[config.mk]
export PLATFORM = sky130hd
export DESIGN_NAME = two_list_sorted_merge_top
export DESIGN_NICKNAME = d
export VERILOG_FILES = /design/src/design/tlsm_pkg.sv /design/src/design/tlsm_ctrl.sv /design/src/design/tlsm_datapath.sv /design/src/design/two_list_sorted_merge_top.sv
export SDC_FILE = /design/constraint.sdc
export NUM_CORES = 2
export LEC_CHECK = 0
export ABC_CLOCK_PERIOD_IN_PS = 6850
export BUFFER_PORTS_ARGS = -buffer_cell sky130_fd_sc_hd__buf_2
export CORE_MARGIN = 2
export CORE_UTILIZATION = 35
export DETAILED_ROUTE_END_ITERATION = 8
export SLEW_MARGIN = 25
export SYNTH_ARGS = -nofsm -noshare
export SYNTH_HDL_FRONTEND = slang
export SYNTH_SLANG_ARGS = --single-unit
[constraint.sdc]
create_clock -name clk -period 6.85 [get_ports clk]
set_clock_uncertainty 0.2 [all_clocks]
set_input_delay 1.0275 -clock clk [delete_from_list [all_inputs] [get_ports clk]]
set_output_delay 1.0275 -clock clk [all_outputs]
set_load 0.005 [all_outputs]
[src/design/tlsm_pkg.sv]
`timescale 1ns / 1ps
// ----------------------------------------------------------------------------
// tlsm_pkg: shared types and constants of the two-list sorted merge
// Opcodes, stream field widths and the controller/datapath interface types.
// ----------------------------------------------------------------------------
package tlsm_pkg;

  localparam int OPCODE_W  = 2;
  localparam int FIELD_W   = 32;
  localparam int S_TDATA_W = 40;
  localparam int M_TDATA_W = 32;

  localparam logic [OPCODE_W-1:0] OP_PUSH_FIRST  = 2'd0;
  localparam logic [OPCODE_W-1:0] OP_PUSH_SECOND = 2'd1;
  localparam logic [OPCODE_W-1:0] OP_MERGE       = 2'd2;

  typedef struct packed {
    logic push_first;
    logic push_second;
    logic start;
    logic step;
  } tlsm_cmd_t;

  typedef struct packed {
    logic empty;
    logic final_pick;
    logic out_free;
  } tlsm_sts_t;

endpackage

[src/design/tlsm_ctrl.sv]
`timescale 1ns / 1ps
// ----------------------------------------------------------------------------
// tlsm_ctrl: sequencer of the two-list sorted merge
// Decodes input beats into push and merge commands and steps the datapath
// through the emission of a merged run.
// ----------------------------------------------------------------------------
module tlsm_ctrl
  import tlsm_pkg::*;
(
  input  logic                clk,
  input  logic                rst,
  input  logic                s_tvalid,
  output logic                s_tready,
  input  logic [OPCODE_W-1:0] opcode,
  input  tlsm_sts_t           sts,
  output tlsm_cmd_t           cmd
);

  localparam logic ST_IDLE = 1'b0;
  localparam logic ST_EMIT = 1'b1;

  logic state;
  logic state_next;
  logic accept;

  assign s_tready = (state == ST_IDLE);
  assign accept   = s_tvalid && s_tready;

  always_comb begin
    cmd        = '0;
    state_next = state;
    unique case (state)
      ST_IDLE: begin
        if (accept) begin
          priority if (opcode == OP_PUSH_FIRST) begin
            cmd.push_first = 1'b1;
          end else if (opcode == OP_PUSH_SECOND) begin
            cmd.push_second = 1'b1;
          end else if (opcode == OP_MERGE && !sts.empty) begin
            cmd.start  = 1'b1;
            state_next = ST_EMIT;
          end else begin
            state_next = ST_IDLE;
          end
        end
      end
      ST_EMIT: begin
        cmd.step = sts.out_free;
        if (sts.out_free && sts.final_pick) begin
          state_next = ST_IDLE;
        end
      end
      default: state_next = ST_IDLE;
    endcase
  end

  always_ff @(posedge clk) begin
    if (rst) begin
      state <= ST_IDLE;
    end else begin
      state <= state_next;
    end
  end

endmodule

[src/design/tlsm_datapath.sv]
`timescale 1ns / 1ps
// ----------------------------------------------------------------------------
// tlsm_datapath: list stores, read pointers and output register
// Holds both lists in synchronous memories, compares the two heads and
// drives the result beat register.
// ----------------------------------------------------------------------------
module tlsm_datapath
  import tlsm_pkg::*;
#(
  parameter int LIST_DEPTH = 32,
  parameter int DATA_WIDTH = 32
) (
  input  logic                 clk,
  input  logic                 rst,
  input  tlsm_cmd_t            cmd,
  output tlsm_sts_t            sts,
  input  logic [FIELD_W-1:0]   value,
  output logic                 m_tvalid,
  input  logic                 m_tready,
  output logic [M_TDATA_W-1:0] m_tdata,
  output logic                 m_tlast
);

  localparam int CW    = $clog2(LIST_DEPTH + 1);
  localparam int AW    = (LIST_DEPTH > 1) ? $clog2(LIST_DEPTH) : 1;
  localparam int EXT_W = (DATA_WIDTH > FIELD_W) ? DATA_WIDTH : FIELD_W;

  logic [DATA_WIDTH-1:0] first_mem  [LIST_DEPTH];
  logic [DATA_WIDTH-1:0] second_mem [LIST_DEPTH];

  logic [CW-1:0] first_count;
  logic [CW-1:0] second_count;
  logic [CW-1:0] rd1;
  logic [CW-1:0] rd2;
  logic [CW-1:0] rd1_next;
  logic [CW-1:0] rd2_next;

  logic signed [DATA_WIDTH-1:0] head1;
  logic signed [DATA_WIDTH-1:0] head2;
  logic signed [DATA_WIDTH-1:0] pick;
  logic signed [EXT_W-1:0]      pick_ext;
  logic [EXT_W-1:0]             value_ext;
  logic [DATA_WIDTH-1:0]        data_in;

  logic          first_left;
  logic          second_left;
  logic          take1;
  logic [CW:0]   picked_sum;
  logic [CW:0]   total_sum;

  assign value_ext = EXT_W'(value);
  assign data_in   = value_ext[DATA_WIDTH-1:0];

  assign first_left  = (rd1 != first_count);
  assign second_left = (rd2 != second_count);
  assign take1       = first_left && (!second_left || (head1 < head2));
  assign pick        = take1 ? head1 : head2;
  assign pick_ext    = EXT_W'(pick);

  assign picked_sum = {1'b0, rd1} + {1'b0, rd2} + (CW + 1)'(1);
  assign total_sum  = {1'b0, first_count} + {1'b0, second_count};

  assign sts.empty      = (first_count == '0) && (second_count == '0);
  assign sts.final_pick = (picked_sum == total_sum);
  assign sts.out_free   = !m_tvalid || m_tready;

  always_comb begin
    rd1_next = rd1;
    rd2_next = rd2;
    if (cmd.start) begin
      rd1_next = '0;
      rd2_next = '0;
    end else if (cmd.step) begin
      if (take1) begin
        rd1_next = rd1 + CW'(1);
      end else begin
        rd2_next = rd2 + CW'(1);
      end
    end
  end

  always_ff @(posedge clk) begin
    if (cmd.push_first && first_count != CW'(LIST_DEPTH)) begin
      first_mem[first_count[AW-1:0]] <= data_in;
    end
    head1 <= first_mem[rd1_next[AW-1:0]];
  end

  always_ff @(posedge clk) begin
    if (cmd.push_second && second_count != CW'(LIST_DEPTH)) begin
      second_mem[second_count[AW-1:0]] <= data_in;
    end
    head2 <= second_mem[rd2_next[AW-1:0]];
  end

  always_ff @(posedge clk) begin
    rd1 <= rd1_next;
    rd2 <= rd2_next;
  end

  always_ff @(posedge clk) begin
    if (rst) begin
      first_count  <= '0;
      second_count <= '0;
    end else if (cmd.step && sts.final_pick) begin
      first_count  <= '0;
      second_count <= '0;
    end else begin
      if (cmd.push_first && first_count != CW'(LIST_DEPTH)) begin
        first_count <= first_count + CW'(1);
      end
      if (cmd.push_second && second_count != CW'(LIST_DEPTH)) begin
        second_count <= second_count + CW'(1);
      end
    end
  end

  always_ff @(posedge clk) begin
    if (rst) begin
      m_tvalid <= 1'b0;
    end else if (cmd.step) begin
      m_tvalid <= 1'b1;
    end else if (m_tready) begin
      m_tvalid <= 1'b0;
    end
  end

  always_ff @(posedge clk) begin
    if (cmd.step) begin
      m_tdata <= pick_ext[M_TDATA_W-1:0];
      m_tlast <= sts.final_pick;
    end
  end

endmodule

[src/design/two_list_sorted_merge_top.sv]
`timescale 1ns / 1ps
// ----------------------------------------------------------------------------
// two_list_sorted_merge_top: merge of two sorted lists
// Channel  Dir  Beat contents
// s_*      in   tdata[1:0] opcode, tdata[33:2] value, upper bits zero
// m_*      out  tdata[31:0] merged_value, tlast marks the final value
//
// A push beat leaves the input ready. A merge beat on lists that are not both
// empty first registers both list heads, then emits one value per cycle, one
// memory read per list per cycle, for as long as the output is not stalled.
// The input is held off while a run is emitted. Reset empties both lists and clears the output valid.
// ----------------------------------------------------------------------------
module two_list_sorted_merge_top
  import tlsm_pkg::*;
#(
  parameter int LIST_DEPTH = 32,
  parameter int DATA_WIDTH = 32
) (
  input  logic                 clk,
  input  logic                 rst,
  input  logic                 s_tvalid,
  output logic                 s_tready,
  input  logic [S_TDATA_W-1:0] s_tdata,   // opcode, value
  output logic                 m_tvalid,
  input  logic                 m_tready,
  output logic [M_TDATA_W-1:0] m_tdata,   // merged_value
  output logic                 m_tlast
);

  tlsm_cmd_t cmd;
  tlsm_sts_t sts;

  tlsm_ctrl u_ctrl (
    .clk      (clk),
    .rst      (rst),
    .s_tvalid (s_tvalid),
    .s_tready (s_tready),
    .opcode   (s_tdata[OPCODE_W-1:0]),
    .sts      (sts),
    .cmd      (cmd)
  );

  tlsm_datapath #(
    .LIST_DEPTH (LIST_DEPTH),
    .DATA_WIDTH (DATA_WIDTH)
  ) u_datapath (
    .clk      (clk),
    .rst      (rst),
    .cmd      (cmd),
    .sts      (sts),
    .value    (s_tdata[OPCODE_W+FIELD_W-1:OPCODE_W]),
    .m_tvalid (m_tvalid),
    .m_tready (m_tready),
    .m_tdata  (m_tdata),
    .m_tlast  (m_tlast)
  );

endmodule

==> qor.txt <==
Status: finished clean
P_leak: 33.3 nW
Clock transition at path regs: 0.07 ns
Pins Over Slew Limit: 0
Final setup vio count: 0
Max-slew headroom: 0.202
DP Wirelength: 127,000 um
Critical Path Fanout Max: 40
Arrival time worst endpoint: 6.51 ns
Core ar.: 243,000 um^2
Yosys reg bits: 2,171
Period utilization: 0.879
Power Density: 350 nW/um^2
Worst Setup Path Type: reg -> reg
CTS Root Cell: clkbuf_16
Syn nets: 5,785
CP endpoint kind: flop
CTS Buf Count: 211
Max Root-Sink Buffers: 3
Number of DRC markers in iteration 0: 4,509
Post-CTS sizing: 0
H-tree depth: 4
Global-route usage over all layers: 0.172
Syn Inst Count: 5,686
Initial antenna violation count: 6
Max-cap violations: 0
Fin crit period: 6.02 ns
Clock sinks: 2,171
Post-route setup slack: 0.828 ns
Reg2Reg Setup Slack: 0.83 ns
Register area share after synthesis: 0.750
Global-route wire length before repair: 324,000 um
Mean post-synth cell area: 15.1 um^2
Primary FF master, synth: edfxtp_1
RSZ-0062 raised after global routing: no
Total wire length: 221,000 um
Vias per cell: 5.45
Initial DRT Pass Iterations: 7
Fmax: 166 MHz
Worst slew pin tran: 1.18 ns
DR DRC count: 0
Die X: 499 um
Library cells used by synthesis: 67
Setup bufs post-CTS: 0
Async SR Flop Fraction: 0
Pre-CTS setup slack: 0.873 ns
PnR Total Power: 34.2 mW
Final Cell Area: 97,700 um^2
# hold bufs at CTS: 0
WL per Instance: 24.1 um
Final ANT Viol Nets: 0
CP startpoint kind: flop
Layout area overhead: 14.0%
Yosys warns: 0
Vias: 49,800
Cell Area, Synth: 85,700 um^2
Port bufs: 72
Final setup TNS: 0 ns
Die Area: 249,000 um^2
Io pins: 79
Worst skew pair latency: 0.84 ns
GRT overflow: 0
Initial core utilization: 0.352
Vias in the first global route: 47,900
Share of post-route cells with drive strength above 1: 0.127
Worst vdd ir: 0.000269 V
Post-synth EDFFs: 2,081
Placement Cell Area: 90,700 um^2
Min-Delay Path Class: in -> reg
Final core utilization: 0.401
GP Congestion: 0.801
Largest net degree at the start of global routing: 125
FP Rows: 181
Final Hold Vio Count: 0
CP required: 7.34 ns
Final #Nets: 5,852
Die Y-Extent: 499 um
CTS tree: built
-- layer usage --
metal,track usage,part of all wire,vias up
met2,0.287,0.49,1578
met1,0.233,0.43,25600
li1,-,-,22300
met4,0.0498,0.025,4
met5,0,0.000095,-
met3,0.0234,0.059,314
-- cell usage after synthesis, types with 3 or more instances --
master | n | area share
o22ai_1 | 177 | 0.013
nand2b_1 | 4 | 0.00029
clkbuf_1 | 243 | 0.011
a22o_1 | 97 | 0.0099
nand4_1 | 7 | 0.00051
xor2_1 | 19 | 0.0019
nand3_1 | 75 | 0.0044
o21ai_0 | 43 | 0.0025
nand3b_1 | 8 | 0.00070
buf_2 | 107 | 0.0062
dfxtp_1 | 90 | 0.021
buf_6 | 11 | 0.0014
o21ai_1 | 3 | 0.00018
nor4_1 | 6 | 0.00044
nor2_2 | 4 | 0.00029
a21oi_1 | 407 | 0.024
mux2i_1 | 292 | 0.034
or3_1 | 4 | 0.00029
inv_1 | 45 | 0.0020
edfxtp_1 | 2081 | 0.73
and3_1 | 5 | 0.00036
a31oi_1 | 33 | 0.0024
a21o_1 | 7 | 0.00061
nand2_1 | 902 | 0.040
a211oi_1 | 256 | 0.022
xnor2_1 | 22 | 0.0022
a22oi_2 | 10 | 0.0015
nor2_1 | 98 | 0.0043
buf_1 | 10 | 0.00044
o22ai_2 | 15 | 0.0022
nor3_1 | 7 | 0.00041
a22oi_1 | 375 | 0.033
o21a_1 | 3 | 0.00026
ha_1 | 53 | 0.0077
buf_4 | 30 | 0.0026
a32oi_1 | 33 | 0.0034
nor4_2 | 62 | 0.0091
-- critical path, cell delays in order (launching register included) --
cell	delay, ns
dfxtp_1	0.37
ha_1	0.32
nand2_1	0.10
nor4_1	0.62
a32oi_1	0.38
a2111oi_4	0.74
nor4b_4	0.15
nor2_2	0.38
mux2i_4	0.87
buf_12	0.36
buf_12	0.28
mux2i_1	0.12
a22oi_1	0.26
o22ai_2	0.13
nor4_2	0.54
-- where the power goes --
group,switching (mW),internal (mW),total (mW)
Sequential,0.246,14.9,15.1
Combinational,4.88,2.56,7.43
Clock,4.91,6.70,11.6
-- stage by stage --
stage | hold WS [ns] | cells
after floorplan | 0.278 | 5686
after global placement | 0.301 | 8741
after detailed placement | 0.335 | 8741
after CTS | 0.160 | 9137
after global routing | 0.194 | 9138
final | 0.214 | 9146
-- layout by cell type (no fill, tap or decap), types with 22 or more instances in the layout --
| cell | count |
|---|---|
| edfxtp_1 | 2081 |
| nand2_1 | 902 |
| a21oi_1 | 407 |
| a22oi_1 | 375 |
| mux2i_1 | 291 |
| a211oi_1 | 256 |
| clkbuf_16 | 214 |
| o22ai_1 | 177 |
| buf_4 | 164 |
| a22o_1 | 97 |
| dfxtp_1 | 90 |
| nand3_1 | 74 |
| nor2_4 | 63 |
| nor4_2 | 63 |
| buf_2 | 54 |
| ha_1 | 53 |
| clkbuf_1 | 52 |
| inv_1 | 43 |
| o21ai_0 | 41 |
| clkinv_1 | 37 |
| buf_12 | 37 |
| clkinv_2 | 34 |
| a32oi_1 | 33 |
| nor2_1 | 32 |
| a31oi_1 | 32 |
| xnor2_1 | 22 |
-- state kept, by name (all words and copies together), names as in the netlist --
| register | cells |
|---|---|
| u_datapath.m_tvalid | 1 |
| u_datapath.m_tlast | 1 |
| u_datapath.first_count | 6 |
| u_datapath.first_mem | 1024 |
| u_ctrl.state | 1 |
| u_datapath.m_tdata | 32 |
| u_datapath.second_mem | 1024 |
| u_datapath.head1 | 32 |
| u_datapath.rd1 | 6 |
| u_datapath.second_count | 6 |
| u_datapath.head2 | 32 |
| u_datapath.rd2 | 6 |
-- worst paths after layout --
| kind | from | endpoint | cells after the start |
|---|---|---|---|
| worst min register to register | u_ctrl.state$_SDFF_PP0_ | u_ctrl.state$_SDFF_PP0_ | 2 |
| worst max-delay path | u_datapath.head1[15]$_DFF_P_ | u_datapath.head1[13]$_DFF_P_ | 14 |
| worst max register to register | u_datapath.head1[15]$_DFF_P_ | u_datapath.head1[13]$_DFF_P_ | 14 |
| worst min-delay path | rst | u_datapath.m_tvalid$_SDFFE_PP0P_ | 2 |
-- kinds of logic (layout without fill, tap and decap cells) --
logic type / count (synthesis) / after routing / share of synthesized area
AO/OA/AOI/OAI: 1471 / 1471 / 0.116
XOR/XNOR: 42 / 42 / 0.00438
adder cells (fa/ha/maj): 55 / 55 / 0.00820
buffers and inverters: 450 / 700 / 0.0236
flip-flops: 2171 / 2171 / 0.750
multiplexers: 296 / 296 / 0.0347
other: 0 / 8 / 0
AND/OR/NAND/NOR: 1201 / 1201 / 0.0626
-- cell type report --
cell class / instances / area [um^2]
Fill cell: 21800 / 146000
Sequential cell: 2171 / 64300
Multi-Input combinational cell: 3065 / 20000
Clock buffer: 282 / 5770
Tap cell: 3202 / 4010
Timing Repair Buffer: 256 / 2250
Clock inverter: 114 / 1160
Inverter: 48 / 200
Antenna cell: 8 / 20.0
Note: power is estimated with default switching activity, not from simulation.
